<file path="src/rtpc_pkg.sv">
// Shared types, constants and the sequencer microprogram of the ray/triangle parity counter.
package rtpc_pkg;

  // Coordinate and fixed-point formats
  localparam int CW         = 32;           // vertex / ray coordinate width
  localparam int COORD_FRAC = 16;           // fraction bits of coordinates and t
  localparam int BARY_FRAC  = 30;           // fraction bits of the edge margin
  localparam int QW         = 31;           // hit_distance width
  localparam int W          = 136;          // datapath width, holds every exact product
  localparam int HQW        = 68;           // width of the cross-product components
  localparam int SW         = 36;           // multiplier operand, 33 bits sign-extended
  localparam int DIG        = SW / 4;       // radix-16 digits per product
  localparam int DCW        = $clog2(DIG);
  localparam int QCW        = $clog2(QW);
  localparam int NPROG      = 37;
  localparam int PCW        = $clog2(NPROG);

  typedef logic signed [W-1:0]   wide_t;
  typedef logic signed [SW-1:0]  small_t;
  typedef logic signed [HQW-1:0] hq_t;
  typedef logic signed [CW:0]    ediff_t;
  typedef logic signed [4:0]     digit_t;

  // Configuration register indexes
  typedef enum logic [2:0] {
    R_ORIGIN_X, R_ORIGIN_Y, R_ORIGIN_Z, R_DIR_X, R_DIR_Y, R_DIR_Z,
    R_RAY_LIMIT, R_EDGE_MARGIN
  } reg_t;

  typedef enum logic [2:0] {
    OP_MAC, OP_ADD, OP_ABS, OP_DINIT, OP_DIV, OP_END
  } op_t;

  // Multiplier (narrow) operand
  typedef enum logic [3:0] {
    S_E1X, S_E1Y, S_E1Z, S_E2X, S_E2Y, S_E2Z,
    S_SX, S_SY, S_SZ, S_DX, S_DY, S_DZ, S_MAXD, S_MARG
  } ssel_t;

  // Wide operand
  typedef enum logic [4:0] {
    W_ZERO, W_E1X, W_E1Y, W_E1Z, W_E2X, W_E2Y, W_E2Z,
    W_H0, W_H1, W_H2, W_Q0, W_Q1, W_Q2,
    W_A, W_NU, W_NV, W_NT, W_UV, W_MDA, W_MA,
    W_NT16, W_NU30, W_NV30, W_AU30, W_NUM, W_DV
  } wsel_t;

  // Result destination; the F_ ones keep only the sign of the result
  typedef enum logic [4:0] {
    D_NONE, D_H0, D_H1, D_H2, D_Q0, D_Q1, D_Q2,
    D_A, D_NU, D_NV, D_NT, D_UV, D_AU, D_MDA, D_MA,
    D_FANU, D_FT, D_FNU, D_FNV, D_FAU
  } dst_t;

  typedef struct packed {
    op_t   op;
    logic  clr;   // start a fresh sum
    logic  sub;   // subtract this term
    logic  fix;   // also flip the term when the determinant was negative
    ssel_t ss;
    wsel_t xs;
    wsel_t ys;
    dst_t  dst;
  } uop_t;

  typedef struct packed {
    logic mac;
    logic sub;
  } unit_ctl_t;

  function automatic uop_t mac_op(input ssel_t s, input wsel_t y, input logic clr,
                                  input logic sub, input logic fix, input dst_t d);
    uop_t u;
    u = '{op: OP_MAC, clr: clr, sub: sub, fix: fix, ss: s, xs: W_ZERO, ys: y, dst: d};
    return u;
  endfunction

  function automatic uop_t add_op(input op_t op, input wsel_t x, input wsel_t y,
                                  input logic sub, input dst_t d);
    uop_t u;
    u = '{op: op, clr: 1'b0, sub: sub, fix: 1'b0, ss: S_E1X, xs: x, ys: y, dst: d};
    return u;
  endfunction

  // Microprogram: h = d x e2, a = e1.h, |a|, q = s x e1, nu/nv/nt, checks, divide
  function automatic uop_t prog(input logic [PCW-1:0] pc);
    uop_t u;
    case (pc)
      6'd0:  u = mac_op(S_DY,  W_E2Z, 1'b1, 1'b0, 1'b0, D_NONE);
      6'd1:  u = mac_op(S_DZ,  W_E2Y, 1'b0, 1'b1, 1'b0, D_H0);
      6'd2:  u = mac_op(S_DZ,  W_E2X, 1'b1, 1'b0, 1'b0, D_NONE);
      6'd3:  u = mac_op(S_DX,  W_E2Z, 1'b0, 1'b1, 1'b0, D_H1);
      6'd4:  u = mac_op(S_DX,  W_E2Y, 1'b1, 1'b0, 1'b0, D_NONE);
      6'd5:  u = mac_op(S_DY,  W_E2X, 1'b0, 1'b1, 1'b0, D_H2);
      6'd6:  u = mac_op(S_E1X, W_H0,  1'b1, 1'b0, 1'b0, D_NONE);
      6'd7:  u = mac_op(S_E1Y, W_H1,  1'b0, 1'b0, 1'b0, D_NONE);
      6'd8:  u = mac_op(S_E1Z, W_H2,  1'b0, 1'b0, 1'b0, D_A);
      6'd9:  u = add_op(OP_ABS, W_ZERO, W_A, 1'b1, D_A);
      6'd10: u = mac_op(S_SY,  W_E1Z, 1'b1, 1'b0, 1'b0, D_NONE);
      6'd11: u = mac_op(S_SZ,  W_E1Y, 1'b0, 1'b1, 1'b0, D_Q0);
      6'd12: u = mac_op(S_SZ,  W_E1X, 1'b1, 1'b0, 1'b0, D_NONE);
      6'd13: u = mac_op(S_SX,  W_E1Z, 1'b0, 1'b1, 1'b0, D_Q1);
      6'd14: u = mac_op(S_SX,  W_E1Y, 1'b1, 1'b0, 1'b0, D_NONE);
      6'd15: u = mac_op(S_SY,  W_E1X, 1'b0, 1'b1, 1'b0, D_Q2);
      6'd16: u = mac_op(S_SX,  W_H0,  1'b1, 1'b0, 1'b1, D_NONE);
      6'd17: u = mac_op(S_SY,  W_H1,  1'b0, 1'b0, 1'b1, D_NONE);
      6'd18: u = mac_op(S_SZ,  W_H2,  1'b0, 1'b0, 1'b1, D_NU);
      6'd19: u = mac_op(S_DX,  W_Q0,  1'b1, 1'b0, 1'b1, D_NONE);
      6'd20: u = mac_op(S_DY,  W_Q1,  1'b0, 1'b0, 1'b1, D_NONE);
      6'd21: u = mac_op(S_DZ,  W_Q2,  1'b0, 1'b0, 1'b1, D_NV);
      6'd22: u = mac_op(S_E2X, W_Q0,  1'b1, 1'b0, 1'b1, D_NONE);
      6'd23: u = mac_op(S_E2Y, W_Q1,  1'b0, 1'b0, 1'b1, D_NONE);
      6'd24: u = mac_op(S_E2Z, W_Q2,  1'b0, 1'b0, 1'b1, D_NT);
      6'd25: u = add_op(OP_ADD, W_NU, W_NV, 1'b0, D_UV);
      6'd26: u = add_op(OP_ADD, W_A,  W_UV, 1'b1, D_AU);
      6'd27: u = add_op(OP_ADD, W_A,  W_NU, 1'b1, D_FANU);
      6'd28: u = mac_op(S_MAXD, W_A,  1'b1, 1'b0, 1'b0, D_MDA);
      6'd29: u = mac_op(S_MARG, W_A,  1'b1, 1'b0, 1'b0, D_MA);
      6'd30: u = add_op(OP_ADD, W_MDA,  W_NT16, 1'b1, D_FT);
      6'd31: u = add_op(OP_ADD, W_NU30, W_MA,   1'b1, D_FNU);
      6'd32: u = add_op(OP_ADD, W_NV30, W_MA,   1'b1, D_FNV);
      6'd33: u = add_op(OP_ADD, W_AU30, W_MA,   1'b1, D_FAU);
      6'd34: u = add_op(OP_DINIT, W_ZERO, W_ZERO, 1'b0, D_NONE);
      6'd35: u = add_op(OP_DIV, W_NUM, W_DV, 1'b1, D_NONE);
      default: u = add_op(OP_END, W_ZERO, W_ZERO, 1'b0, D_NONE);
    endcase
    return u;
  endfunction

endpackage

</file>
<file path="src/rtpc_unit.sv">
// Shared arithmetic unit: one wide adder/subtractor fed by a radix-16 partial product.
module rtpc_unit (
  input  rtpc_pkg::unit_ctl_t ctl,
  input  rtpc_pkg::wide_t     x,
  input  rtpc_pkg::wide_t     y,
  input  rtpc_pkg::digit_t    digit,
  output rtpc_pkg::wide_t     res
);

  rtpc_pkg::wide_t prod;
  rtpc_pkg::wide_t yy;

  // multiplicand times one signed digit
  assign prod = y * digit;
  assign yy   = ctl.mac ? prod : y;

  // accumulate or plain add/subtract
  assign res = ctl.sub ? (x - yy) : (x + yy);

endmodule

</file>
<file path="config.mk">
export PLATFORM = sky130hd
export DESIGN_NAME = rtpc_unit
export DESIGN_NICKNAME = d
export VERILOG_FILES = /design/src/rtpc_pkg.sv /design/src/rtpc_unit.sv
export SDC_FILE = /design/constraint.sdc
export NUM_CORES = 2
export LEC_CHECK = 0
export BUFFER_PORTS_ARGS = -buffer_cell sky130_fd_sc_hd__buf_2
export CAP_MARGIN = 20
export CELL_PAD_IN_SITES_DETAIL_PLACEMENT = 0
export CELL_PAD_IN_SITES_GLOBAL_PLACEMENT = 1
export CORE_ASPECT_RATIO = 0.9
export CORE_UTILIZATION = 40
export DETAILED_ROUTE_END_ITERATION = 8
export PLACE_DENSITY = 0.77
export SLEW_MARGIN = 15
export SYNTH_ARGS = -nofsm -noshare
export SYNTH_HDL_FRONTEND = slang
export SYNTH_SLANG_ARGS = --single-unit
</file>
<file path="constraint.sdc">
create_clock -name vclk -period 10.9
set_input_delay 0 -clock vclk [all_inputs]
set_output_delay 0 -clock vclk [all_outputs]
set_load 0.05 [all_outputs]
</file>
* Word level (Yosys, flattened, before mapping)
Index checks and enable logic that the tools add are counted.
** Storage, ports and cells
- Flip-flop bits (word level) :: 0
- Bits of input ports :: 279
- Output and inout bits :: 136
- Word-level logic and storage cells :: 5
** Cells by class
- Add/sub/neg operators :: 2
- $mul :: 1
- Muxes and demuxes :: 2
** Operator list (number)
- 136-bit 2-to-1 mux :: 2
- 136-bit adder :: 1
- 136-bit by 5-bit multiplier with 136-bit output :: 1
- 136-bit subtractor :: 1

* Depth between registers and ports, before layout
- Depth in word-level cells :: 4
- Gate-level depth with buffers :: 44
- Mapped depth without buffers :: 39

* Worst setup path after synthesis
Ideal clock, no wire load.
- Kind :: in2out
- Start :: input port digit[2]
- End :: output port res[119]
- Arrival time :: 10.050 ns
- Data required time :: 10.900 ns
- Setup slack :: 0.850 ns
- Stages on the path :: 37
- Buffers on the path :: 4
- Cell sequence :: clkbuf_1 -> clkbuf_1 -> clkbuf_1 -> nand2_1 -> fa_1 -> fa_1 -> fa_1 -> inv_1 -> fa_1 -> a211oi_1 -> nor4b_2 -> o21a_1 -> o31a_1 -> nor4_4 -> o221ai_2 -> a2111oi_4 -> and3_4 -> nand4_2 -> nor4_1 -> nand2_1 -> nor2_1 -> a21oi_1 -> xnor2_1 -> ha_1 -> clkbuf_1 -> nand4_1 -> or3_1 -> or4_1 -> or4_1 -> o21a_1 -> o21a_1 -> o21ai_1 -> a31oi_1 -> o31a_1 -> o21ai_1 -> a21oi_1 -> xnor2_1
** Between the ends
- Word-level cells in the longest chain between the ends :: 4
- Elaborated cells on any way between the ends :: 5
- Those cells by class :: add/sub (2); mul (1); mux (2)
** RTL lines
- start: declaration :: line rtpc_unit.sv:6 : input rtpc_pkg::digit_t digit,
- 136-bit by 5-bit multiplier with 136-bit output * :: line rtpc_unit.sv:14 : assign prod = y * digit;
- 136-bit 2-to-1 mux * :: line rtpc_unit.sv:15 : assign yy = ctl.mac ? prod : y;
- 136-bit adder or 136-bit subtractor (tied branches) :: line rtpc_unit.sv:18 : assign res = ctl.sub ? (x - yy) : (x + yy);
- 136-bit 2-to-1 mux * :: line rtpc_unit.sv:18
- end: declaration :: line rtpc_unit.sv:7 : output rtpc_pkg::wide_t res
Mark *: on every way between the ends. The rest lies on a longest branch, timed or not.

* Final worst setup path
- Start :: input port digit[4]
- End :: output port res[135]
Same word-level chain as after synthesis.

==> run summary <==
SETUP PATH
--------------------------------------------------------------------------------------
Crit-path max FO                                                                    64
Library cell contributing the largest single delay on the critical path   sky130_fd_sc_hd__or4b_1
Launching element type of the critical path                               primary input
Worst Path Buf+Inv                                                                   9
Required time of the critical path                                            10900 ps
Kind of capture point of the worst setup path                              output port
Kind of cell with the highest combined delay on the critical path         compound AO/OA/AOI/OAI gates
Arrival @ worst endpoint                                                      10530 ps
Stage delay of the slowest cell on the critical path                            520 ps
Critical path class                                                          in -> out

FINISH
--------------------------------------------------------------------------------------
Sequential cell area                                                            0 um^2
Total number of nets in the final design                                          7120
Fraction of final layout cells sized beyond drive strength 1                     0.129
Number of standard cells in the final layout excluding fillers                    7393
Growth of design area from synthesis to finish                                   11.2%
Total number of sequential cells                                                     0
Utilization after layout                                                         0.452
Clock buf count                                                                      0

ROUTE
--------------------------------------------------------------------------------------
Post-detailed-route DRC marker count                                                 0
Total number of vias                                                             44000
Vias per std cell                                                                 5.95
First-pass detailed-route iteration total                                            6
Initial DRC count                                                                 4552
Detailed-route wire length per cell                                            23.3 um
Remaining antenna violation count                                                    0
WL final                                                                        172 mm

YOSYS
--------------------------------------------------------------------------------------
Mapped Area                                                                 40900 um^2
Synth Area in XOR/XNOR                                                          0.0712
Unique cell type count in the Yosys netlist                                        124
Count of yosys warnings during synthesis                                             0
Yosys top cell by area                                                    sky130_fd_sc_hd__fa_1
Main combinational cell family by area after synthesis                     adder cells
Top-area cell type share of the netlist area                                     0.194
Synth Area in Compound Gates                                                     0.238
Average size of a mapped cell                                                7.15 um^2
Synthesized instance count                                                        5725
Post-synthesis adder-cell area fraction                                          0.318
Simple-gate share of the synthesized area                                        0.267
Portion of netlist area occupied by mux cells                                   0.0148
Share of synthesized area occupied by flip-flops and latches                         0
Top cells by instance count after synthesis                               671 x sky130_fd_sc_hd__inv_1, 472 x sky130_fd_sc_hd__nand2_1, 470 x sky130_fd_sc_hd__and2_1, 467 x sky130_fd_sc_hd__a21oi_1, 411 x sky130_fd_sc_hd__nor2_1
Biggest area contributors in the synthesized netlist                      sky130_fd_sc_hd__fa_1 19%, sky130_fd_sc_hd__ha_1 12%, sky130_fd_sc_hd__and2_1 7.2%, sky130_fd_sc_hd__inv_1 6.2%, sky130_fd_sc_hd__a21oi_1 5.7%
Library cell with the highest instance count after synthesis              sky130_fd_sc_hd__inv_1
Mapped Nets                                                                       6806

DIE
--------------------------------------------------------------------------------------
Standard-cell row count                                                            110
Core area                                                                  101000 um^2
Die Outline Area                                                           104000 um^2
Height of the chip                                                              305 um
Initial Utilization                                                              0.406
Boundary pin count                                                                 415
Floorplan die width                                                             339 um

WORST HOLD PATH
--------------------------------------------------------------------------------------
Tightest Hold Check Type                                                     in -> out

PLACE
--------------------------------------------------------------------------------------
Port buffer count                                                                  415
Cell count after placement                                                        7364
Sum of net half-perimeters after detailed placement                             147 mm
Routability congestion estimate                                                   1.08

STA
--------------------------------------------------------------------------------------
RSZ-0062 raised after global routing                                              true
Hold Vio Cnt, Final                                                                  0
Post-route minimum period                                                     10530 ps
Setup violation total in the final timing report                                     0
Fraction of the cycle the final worst path needs                                 0.966
Worst slew margin relative to its limit                                          0.178
Max Fclk                                                                    0.0949 GHz
Max Slew Vio Count                                                                   0
Setup TNS                                                                         0 ps
Worst Tran Pin Value                                                           1210 ps

GLOBAL ROUTE
--------------------------------------------------------------------------------------
Number of global-route vias before repair                                        40900
Largest net degree at the start of global routing                                   96
Wire length of the first global-routing pass                                    257 mm
GRT Overall Usage                                                                0.318
Congestion Overflow GR                                                               0
Antenna violations before repair                                                    19

JOB
--------------------------------------------------------------------------------------
Max-cap violation count                                                              0

OUTCOME
--------------------------------------------------------------------------------------
Run status                                                                complete, no violations

-- area by class of cell --
class,count,area [um^2]
Multi-Input combinational cell,4755,37500
Inverter,671,2520
Timing Repair Buffer,611,3740
Antenna cell,12,30.0
Tap cell,1344,1680
Fill cell,10600,55200
-- timing repair --
action / CTS / global route
gates resized for setup: 10 / 78
hold buffers: 0 / 0
setup buffers: 0 / 16
pin swaps: 0 / 18
hold endpoints to repair: 0 / 0
gates cloned: 0 / 1
setup endpoints to repair: 6 / 36
-- cells in the final DEF (no fill, tap or decap), drive strengths merged, types with 46 or more instances in the layout --
| master | instances |
|---|---|
| xnor2 | 177 |
| and2 | 472 |
| a211oi | 46 |
| ha | 405 |
| nor2 | 413 |
| buf | 607 |
| o21bai | 80 |
| a21o | 170 |
| nor3 | 106 |
| a31oi | 90 |
| xor2 | 156 |
| a21oi | 469 |
| o21ai | 283 |
| mux2i | 46 |
| nand2 | 472 |
| nand3 | 78 |
| o21a | 54 |
| nand4 | 164 |
| inv | 671 |
| nand2b | 82 |
| fa | 397 |
-- routing by layer --
metal,vias to the layer above,wire length (um),part of all wire,track usage
met3,204,17300,0.10,0.0570
met1,21400,81100,0.47,0.489
met4,4,3990,0.023,0.0567
met5,-,23,0.00013,0
met2,2026,69800,0.41,0.460
li1,20400,-,-,-
-- worst min-delay path, delay by kind of cell --
family                     cells  cell delay (ps)
buffers and inverters          4              370
adders and majority gates      1              120
-- metrics by stage --
stage / setup slack (ps) / hold WS, ps / area [um^2]
after floorplan: 850 / 338 / 40900
after global placement: -543 / 485 / 44900
after detailed placement: -477 / 501 / 44900
after CTS: 2.64 / 503 / 45000
after global routing: -40.1 / 516 / 45500
final: 366 / 497 / 45500
-- worst paths after layout --
path | startpoint | depth (start not counted) | end
max | digit[4] | 45 | res[135]
min | x[0] | 5 | res[0]
-- kinds of logic (layout without fill, tap and decap cells) --
kind of cell,after synthesis,after routing
and+or+nand+nor,2071,2071
AOI/OAI and AO/OA,1490,1490
buffers and inverters,970,1282
adders and majority gates,802,802
xor gates and xnor gates,333,333
muxes,59,59
other,0,12
